**src/hw/rtl/id_length_prefixed_deframer_top_assert.svh**
```systemverilog
// assertion macros for the deframer
`ifndef ID_LENGTH_PREFIXED_DEFRAMER_TOP_ASSERT_SVH
`define ID_LENGTH_PREFIXED_DEFRAMER_TOP_ASSERT_SVH
`ifndef SYNTHESIS
// concurrent check, skipped while reset is high
`define IDLD_ASSERT(lbl, clk, rst, prop) \
   lbl: assert property (@(posedge clk) disable iff (rst) prop) \
      else $error("deframer assertion failed");
// concurrent check that also holds during reset
`define IDLD_ASSERT_ALWAYS(lbl, clk, prop) \
   lbl: assert property (@(posedge clk) prop) \
      else $error("deframer assertion failed");
`else
`define IDLD_ASSERT(lbl, clk, rst, prop)
`define IDLD_ASSERT_ALWAYS(lbl, clk, prop)
`endif
`endif

```
**src/hw/rtl/idld_pkg.sv**
```systemverilog
package idld_pkg;

   // header is a 16-bit id and a 16-bit length, both msb first
   localparam int unsigned HdrBytes = 4;
   localparam int unsigned HcntW    = 2;

   typedef logic [HcntW-1:0] hcount_type;

   typedef enum logic [1:0] {
      ST_HDR  = 2'b01,
      ST_BODY = 2'b10
   } state_type;

   typedef struct packed {
      logic [15:0] msg_id;
      logic [7:0]  body_byte;
      logic        last_byte;
      logic        empty_msg;
   } rsp_item_type;

endpackage

```
**src/hw/rtl/idld_ifs.sv**
```systemverilog
interface idld_req_if;
   logic       valid;
   logic       ready;
   logic [7:0] rx_byte;

   modport source (output valid, output rx_byte, input ready);
   modport sink   (input valid, input rx_byte, output ready);
endinterface

interface idld_rsp_if;
   logic        valid;
   logic        ready;
   logic [15:0] msg_id;
   logic [7:0]  body_byte;
   logic        last_byte;
   logic        empty_msg;

   modport source (output valid, output msg_id, output body_byte, output last_byte,
                   output empty_msg, input ready);
   modport sink   (input valid, input msg_id, input body_byte, input last_byte,
                   input empty_msg, output ready);
endinterface

```
**src/hw/rtl/idld_core.sv**
```systemverilog
`include "id_length_prefixed_deframer_top_assert.svh"

module idld_core (
   input  logic                  clock,
   input  logic                  reset,
   input  logic                  take,
   input  logic [7:0]            rx_byte,
   output logic                  res_valid,
   output idld_pkg::rsp_item_type res_item
);
   import idld_pkg::*;

   state_type   state_ff, state_in;
   hcount_type  hcount_ff, hcount_in;
   logic [15:0] cur_id_ff, cur_id_in;
   logic [15:0] cur_len_ff, cur_len_in;
   logic [15:0] left_ff, left_in;

   logic        hdr_end;
   logic        body_last;
   logic [15:0] new_len;

   assign hdr_end   = (hcount_ff == hcount_type'(HdrBytes - 1));
   assign body_last = (left_ff <= 16'd1);
   assign new_len   = {cur_len_ff[7:0], rx_byte};

   always_comb begin
      state_in   = state_ff;
      hcount_in  = hcount_ff;
      cur_id_in  = cur_id_ff;
      cur_len_in = cur_len_ff;
      left_in    = left_ff;
      res_valid  = 1'b0;
      res_item   = '{msg_id: cur_id_ff, body_byte: rx_byte, last_byte: 1'b0,
                     empty_msg: 1'b0};
      if (take) begin
         unique case (state_ff)
            ST_BODY: begin
               res_valid          = 1'b1;
               res_item.last_byte = body_last;
               if (body_last) begin
                  left_in   = '0;
                  state_in  = ST_HDR;
                  hcount_in = '0;
               end else begin
                  left_in = left_ff - 16'd1;
               end
            end
            ST_HDR: begin
               // first half of the header is the id, second half the length
               if (!hcount_ff[HcntW-1]) begin
                  cur_id_in = {cur_id_ff[7:0], rx_byte};
               end else begin
                  cur_len_in = new_len;
               end
               hcount_in = hcount_ff + hcount_type'(1);
               if (hdr_end) begin
                  if (new_len == 16'd0) begin
                     res_valid = 1'b1;
                     res_item  = '{msg_id: cur_id_ff, body_byte: 8'd0, last_byte: 1'b1,
                                   empty_msg: 1'b1};
                  end else begin
                     left_in  = new_len;
                     state_in = ST_BODY;
                  end
               end
            end
            default: begin
               state_in = ST_HDR;
            end
         endcase
      end
   end

   always_ff @(posedge clock) begin
      if (reset) begin
         state_ff   <= ST_HDR;
         hcount_ff  <= '0;
         cur_id_ff  <= '0;
         cur_len_ff <= '0;
         left_ff    <= '0;
      end else begin
         state_ff   <= state_in;
         hcount_ff  <= hcount_in;
         cur_id_ff  <= cur_id_in;
         cur_len_ff <= cur_len_in;
         left_ff    <= left_in;
      end
   end

   // a body in progress always has bytes to come and a cleared header count
   `IDLD_ASSERT(a_body_has_bytes, clock, reset, (state_ff == ST_BODY) |-> (left_ff != 16'd0))
   `IDLD_ASSERT(a_body_hcount_zero, clock, reset, (state_ff == ST_BODY) |-> (hcount_ff == '0))
   // final body byte returns to header parsing
   `IDLD_ASSERT(a_last_to_hdr, clock, reset,
      (take && state_ff == ST_BODY && body_last) |=> (state_ff == ST_HDR))
   // results only from body bytes or the closing byte of an empty message
   `IDLD_ASSERT(a_res_source, clock, reset,
      res_valid |-> (take && (state_ff == ST_BODY || (hdr_end && res_item.empty_msg))))

endmodule

```
**src/hw/rtl/id_length_prefixed_deframer_top.sv**
```systemverilog
// output: registered, shown in the cycle after the byte that causes it is accepted
// throughput: one byte per cycle, header and body bytes alike, while the result
//   register is empty or draining; set by the single parser state update and the
//   one-entry result register
// reset: synchronous, active high; clears parser state and the result valid flag, result payload is left unreset
module id_length_prefixed_deframer_top (
   input logic        clock,
   input logic        reset,
   idld_req_if.sink   req,
   idld_rsp_if.source rsp
);
   import idld_pkg::*;

   // handshake at the input side
   logic         take;
   logic         res_valid;
   rsp_item_type res_item;

   // result register, parts the two channels
   logic         rsp_valid_ff, rsp_valid_in;
   rsp_item_type rsp_item_ff, rsp_item_in;

   // a new byte is taken whenever the result register is empty or draining
   assign req.ready = !rsp_valid_ff || rsp.ready;
   assign take      = req.valid && req.ready;

   // header collection and body byte counting
   idld_core u_core (
      .clock     (clock),
      .reset     (reset),
      .take      (take),
      .rx_byte   (req.rx_byte),
      .res_valid (res_valid),
      .res_item  (res_item)
   );

   always_comb begin
      rsp_valid_in = rsp_valid_ff;
      rsp_item_in  = rsp_item_ff;
      // drained slot empties, refilled in the same cycle if a result item comes
      if (rsp_valid_ff && rsp.ready) begin
         rsp_valid_in = 1'b0;
      end
      if (res_valid) begin
         rsp_valid_in = 1'b1;
         rsp_item_in  = res_item;
      end
   end

   always_ff @(posedge clock) begin
      if (reset) begin
         rsp_valid_ff <= 1'b0;
      end else begin
         rsp_valid_ff <= rsp_valid_in;
      end
   end

   // payload register needs no reset
   always_ff @(posedge clock) begin
      rsp_item_ff <= rsp_item_in;
   end

   assign rsp.valid     = rsp_valid_ff;
   assign rsp.msg_id    = rsp_item_ff.msg_id;
   assign rsp.body_byte = rsp_item_ff.body_byte;
   assign rsp.last_byte = rsp_item_ff.last_byte;
   assign rsp.empty_msg = rsp_item_ff.empty_msg;

endmodule
```
**src/flat_wrapper.sv**
```systemverilog
// flat-port wrapper written by rule: the top's interface ports become plain ports
module id_length_prefixed_deframer_top_flat import idld_pkg::*;
  (clock, reset, req_valid, req_rx_byte, req_ready, rsp_valid, rsp_msg_id, rsp_body_byte, rsp_last_byte, rsp_empty_msg, rsp_ready);
  idld_req_if req_i ();
  idld_rsp_if rsp_i ();
  input logic clock;
  input logic reset;
  input wire logic [$bits(req_i.valid)-1:0] req_valid;
  input wire logic [$bits(req_i.rx_byte)-1:0] req_rx_byte;
  output wire logic [$bits(req_i.ready)-1:0] req_ready;
  output wire logic [$bits(rsp_i.valid)-1:0] rsp_valid;
  output wire logic [$bits(rsp_i.msg_id)-1:0] rsp_msg_id;
  output wire logic [$bits(rsp_i.body_byte)-1:0] rsp_body_byte;
  output wire logic [$bits(rsp_i.last_byte)-1:0] rsp_last_byte;
  output wire logic [$bits(rsp_i.empty_msg)-1:0] rsp_empty_msg;
  input wire logic [$bits(rsp_i.ready)-1:0] rsp_ready;
  assign req_i.valid = req_valid;
  assign req_i.rx_byte = req_rx_byte;
  assign req_ready = req_i.ready;
  assign rsp_valid = rsp_i.valid;
  assign rsp_msg_id = rsp_i.msg_id;
  assign rsp_body_byte = rsp_i.body_byte;
  assign rsp_last_byte = rsp_i.last_byte;
  assign rsp_empty_msg = rsp_i.empty_msg;
  assign rsp_i.ready = rsp_ready;
  id_length_prefixed_deframer_top u_core (.clock(clock), .reset(reset), .req(req_i), .rsp(rsp_i));
endmodule
```
**config.mk**
```make
export PLATFORM = sky130hd
export DESIGN_NAME = id_length_prefixed_deframer_top_flat
export DESIGN_NICKNAME = d
export VERILOG_FILES = /design/src/hw/rtl/idld_pkg.sv /design/src/hw/rtl/idld_ifs.sv /design/src/hw/rtl/idld_core.sv /design/src/hw/rtl/id_length_prefixed_deframer_top.sv /design/src/flat_wrapper.sv
export VERILOG_INCLUDE_DIRS = /design/src /design/src/hw/rtl
export SDC_FILE = /design/constraint.sdc
export NUM_CORES = 1
export LEC_CHECK = 0
export ABC_AREA = 0
export BUFFER_PORTS_ARGS = -buffer_cell sky130_fd_sc_hd__clkbuf_2
export CAP_MARGIN = 20
export CORE_ASPECT_RATIO = 1.1
export CORE_MARGIN = 2
export CORE_UTILIZATION = 44
export DETAILED_ROUTE_END_ITERATION = 12
export GPL_ROUTABILITY_DRIVEN = 0
export REMOVE_ABC_BUFFERS = 1
export SLEW_MARGIN = 25
export SYNTH_ARGS = -nofsm -noshare
export SYNTH_HDL_FRONTEND = slang
export SYNTH_SLANG_ARGS = --single-unit
```
**constraint.sdc**
```tcl
create_clock -name clock -period 5.3 [get_ports clock]
set_input_delay 0.53 -clock clock [delete_from_list [all_inputs] [get_ports clock]]
set_output_delay 0.53 -clock clock [all_outputs]
set_load 0.01 [all_outputs]
```
==> out/summary.log <==
INFO  global_route   antenna_found_initial=0
INFO  timing         worst-slew-pin-transition=1.06ns
INFO  placement      dp.final_hpwl=4660µm
INFO  synth          postSynthAreaPerCell=9.50µm²
INFO  hold_path      holdCritPathClass=reg2reg
INFO  timing         grt_setup_unrepaired=no
INFO  worst_setup_path worst_setup_path_start_kind=flip-flop
INFO  layout         mostFrequentLayoutCells=sky130_fd_sc_hd__nand2_1 (51), sky130_fd_sc_hd__dfxtp_1 (45), sky130_fd_sc_hd__clkbuf_2 (39), sky130_fd_sc_hd__a21oi_1 (35), sky130_fd_sc_hd__edfxtp_1 (26)
INFO  placement      numPortBuffers=39
INFO  drt            drt_wl_total=6890µm
INFO  synth          yosys_warn_count=0
INFO  clock_network  post_cts.repair.setup_buffers=0
INFO  global_route   grt_pass1_wl=11400µm
INFO  worst_setup_path critPathMaxFanout=33
INFO  layout         antenna-diode-count=0
INFO  clock_network  clock_insertion_delay_worst_skew=0.33ns
INFO  layout         layout.cells.most_common=sky130_fd_sc_hd__nand2_1
INFO  drt            first_pass_iters=4
INFO  layout         layout-area-overhead-vs-synth=16.0%
INFO  drt            wl_met2=3230µm
INFO  timing         minimum_clock_period=3.06ns
INFO  layout         multi_input_comb_area=1260µm²
INFO  worst_setup_path ff2ff_path_depth=9
INFO  timing         skew_final=0.00696ns
INFO  synth          synth.cell_area=3100µm²
INFO  hold_path      worstHoldStart=u_core.u_core.cur_id_ff[13]
INFO  clock_network  ctsLongestPathBuffers=2
INFO  floorplan      ios=40
INFO  drt            drt_iter0_drc=186
INFO  power          power.ir.vdd_worst=0.267mV
INFO  drt            top_layer=met4
INFO  floorplan      dieHeight=92.0µm
INFO  floorplan      die_x=84.0µm
INFO  clock_network  cts-buffers-inserted=9
INFO  timing         timing.final.crit_share=57.7%
INFO  power          power-per-cell-area=328nW/µm²
INFO  drt            drc_errors=0
INFO  drt            antenna_violating_nets_post_route=0
INFO  worst_setup_path criticalPathCategory=reg2reg
INFO  clock_network  cts_sinks=71
INFO  floorplan      row_count=32
INFO  power          total_power=1.18mW
INFO  synth          synth_seq_area_share=54.3%
INFO  placement      postPlaceCellArea=3350µm²
INFO  clock_network  tritoncts=yes
INFO  global_route   largest_net_degree_at_the_start_of_global_routing=46
INFO  layout         fillers=637
INFO  drt            route.met3.wl=322µm
INFO  worst_setup_path signal_arrival_time_at_the_worst_endpoint=3.06ns
INFO  timing         fmax=327MHz
INFO  synth          ys_ff_latch=71
INFO  worst_setup_path regToRegSetupSlack=2.24ns
INFO  timing         timing.max_slew.rel_slack=28.8%
INFO  placement      place.detailed.instances=428
INFO  timing         maxSlewViolCount=0
INFO  timing         fin_setup_tns=0ns
INFO  timing         finalHoldViolations=0
INFO  layout         final_area=3590µm²
INFO  drt            routed_via_density=5.53
INFO  layout         seq_area=1680µm²
INFO  clock_network  clock_tree.htree_level_count=3
INFO  clock_network  cts-hold-fix-buffers=0
INFO  clock_network  cts_root_buf=sky130_fd_sc_hd__clkbuf_8
INFO  synth          postSynthCellCount=326
INFO  layout         post_route_cells_drive_above_1_share=18.1%
INFO  worst_setup_path required=5.30ns
INFO  global_route   groute.usage.overall=18.6%
INFO  floorplan      initial_core_util=44.7%
INFO  synth          post_synth_num_cell_types=38
INFO  hold_path      timing.hold.worst_path_depth=0
INFO  drt            routedLengthMet1=3250µm
INFO  worst_setup_path terminus_of_the_critical_flop_to_flop_path=u_core.rsp.msg_id[15]
INFO  worst_setup_path reg2reg_from=u_core.u_core.state_ff[1]
INFO  power          power_leakage=1.51nW
INFO  layout         design.final.nets=371
INFO  run_status     run_status=finished, final reports clean
INFO  floorplan      floorplan.die_area=7720µm²
INFO  global_route   globalRouteOverflowTotal=0
INFO  hold_path      worstHoldEndpoint=u_core.rsp.msg_id[13]
INFO  floorplan      design.core.area=6930µm²
INFO  drt            detailroute.via_count=2457
INFO  drt            final_routed_wire_length_divided_by_cell_count=15.5µm
INFO  worst_setup_path worstSetupEndpointType=flip-flop
INFO  layout         final_cells=444
INFO  run            drv_cap=0
INFO  clock_network  cts_resized=0
INFO  timing         setup_viol=0
INFO  clock_network  path_clk_slew=0.08ns
INFO  layout         finalCoreUtilization=51.8%
INFO  global_route   first_global_vias=2314
cells by family after synthesis:
kind of cell / after synthesis / share of synthesized area [%]
flip-flops: 71 / 54.3
AND/OR/NAND/NOR: 118 / 18.0
AO/OA/AOI/OAI: 79 / 16.9
adder cells (fa/ha/maj): 5 / 2.02
multiplexers: 10 / 3.27
buffers and inverters: 43 / 5.46
Yosys cell counts:
cell / number / area [µm²]
sky130_fd_sc_hd__and3_1: 2 / 12.5
sky130_fd_sc_hd__o21ai_0: 3 / 15.0
sky130_fd_sc_hd__o21a_1: 1 / 7.51
sky130_fd_sc_hd__nor4_1: 4 / 25.0
sky130_fd_sc_hd__nor2_1: 18 / 67.6
sky130_fd_sc_hd__buf_2: 3 / 15.0
sky130_fd_sc_hd__or4_1: 7 / 52.6
sky130_fd_sc_hd__nand4_1: 1 / 6.26
sky130_fd_sc_hd__a21oi_1: 35 / 175
sky130_fd_sc_hd__inv_1: 15 / 56.3
sky130_fd_sc_hd__and2_1: 1 / 6.26
sky130_fd_sc_hd__a211oi_1: 4 / 30.0
sky130_fd_sc_hd__a31oi_1: 1 / 6.26
sky130_fd_sc_hd__a32oi_1: 2 / 17.5
sky130_fd_sc_hd__a221oi_1: 2 / 17.5
sky130_fd_sc_hd__dfxtp_1: 45 / 901
sky130_fd_sc_hd__o21bai_1: 1 / 7.51
sky130_fd_sc_hd__a32o_1: 1 / 10.0
sky130_fd_sc_hd__clkbuf_1: 24 / 90.1
sky130_fd_sc_hd__a21o_1: 3 / 22.5
sky130_fd_sc_hd__nor3_2: 1 / 10.0
sky130_fd_sc_hd__o211ai_1: 1 / 7.51
sky130_fd_sc_hd__mux2_2: 1 / 11.3
sky130_fd_sc_hd__a22oi_1: 6 / 45.0
sky130_fd_sc_hd__edfxtp_1: 26 / 781
sky130_fd_sc_hd__o32ai_1: 14 / 123
sky130_fd_sc_hd__or3_1: 13 / 81.3
sky130_fd_sc_hd__nand3_1: 5 / 25.0
sky130_fd_sc_hd__nand2b_1: 2 / 12.5
sky130_fd_sc_hd__ha_1: 5 / 62.6
sky130_fd_sc_hd__buf_4: 1 / 7.51
sky130_fd_sc_hd__o31ai_1: 3 / 22.5
sky130_fd_sc_hd__or2_1: 2 / 12.5
sky130_fd_sc_hd__nand2_1: 51 / 191
sky130_fd_sc_hd__a21boi_1: 1 / 7.51
sky130_fd_sc_hd__nor3_1: 11 / 55.1
sky130_fd_sc_hd__mux2i_1: 9 / 90.1
sky130_fd_sc_hd__a41oi_1: 1 / 8.76
routing by layer:
metal,global-route usage [%],vias to the layer above
li1,-,1231
met1,25.3,1143
met2,28.9,74
met3,5.31,9
met4,5.78,0
met5,0,-
area by class of cell:
cell class	count	share of cell area, %
Clock buffer	9	3.45
Sequential cell	71	46.8
Multi-Input combinational cell	212	35.2
Timing Repair Buffer	45	6.69
Tap cell	85	2.96
Inverter	15	1.57
Clock inverter	7	3.34
metrics by stage:
stage / setup WS, ns / hold slack [ns]
after global placement: 2.22 / 0.411
after detailed placement: 2.17 / 0.415
final: 2.24 / 0.429
after CTS: 2.22 / 0.421
after global routing: 2.05 / 0.426
after floorplan: 0.537 / 0.408
state kept, by name, summed over array words and instances, names as in the netlist:
register and flops:
u_core.rsp.empty_msg 1, u_core.u_core.left_ff 16, u_core.u_core.cur_id_ff 16, u_core.rsp.valid 1, u_core.u_core.cur_len_ff 8, u_core.rsp.body_byte 8, u_core.u_core.state_ff 2, u_core.rsp.last_byte 1
u_core.u_core.hcount_ff 2, u_core.rsp.msg_id 16
critical path, stage by stage, from the launching register on:
cell and delay (ns):
sky130_fd_sc_hd__dfxtp_1 0.33, sky130_fd_sc_hd__inv_1 0.06, sky130_fd_sc_hd__ha_1 0.13, sky130_fd_sc_hd__buf_4 0.30
sky130_fd_sc_hd__inv_1 0.21, sky130_fd_sc_hd__or3_1 0.41, sky130_fd_sc_hd__or3_1 0.39, sky130_fd_sc_hd__or2_1 0.29
sky130_fd_sc_hd__a211oi_4 0.24, sky130_fd_sc_hd__buf_4 0.35
worst max-delay path by stage:
stage | from | to | slack (ns) | cells past startpoint
floorplan | u_core.u_core.state_ff[1] | u_core.rsp.body_byte[0] | 0.54 | 7
global placement | req_rx_byte[0] | u_core.rsp.body_byte[0] | 2.22 | 7
detailed placement | req_rx_byte[0] | u_core.rsp.body_byte[0] | 2.17 | 7
CTS | u_core.u_core.state_ff[1] | u_core.rsp.msg_id[15] | 2.22 | 9
global route | u_core.u_core.state_ff[1] | u_core.rsp.msg_id[7] | 2.05 | 9
finish | u_core.u_core.state_ff[1] | u_core.rsp.msg_id[15] | 2.24 | 9
where the power goes:
part / switching (mW) / internal (mW) / leakage, nW
logic: 0.0489 / 0.0258 / 0.790
registers: 0.00732 / 0.574 / 0.603
clock network: 0.208 / 0.314 / 0.120
No activity file was read; power rests on OpenSTA's default activity.
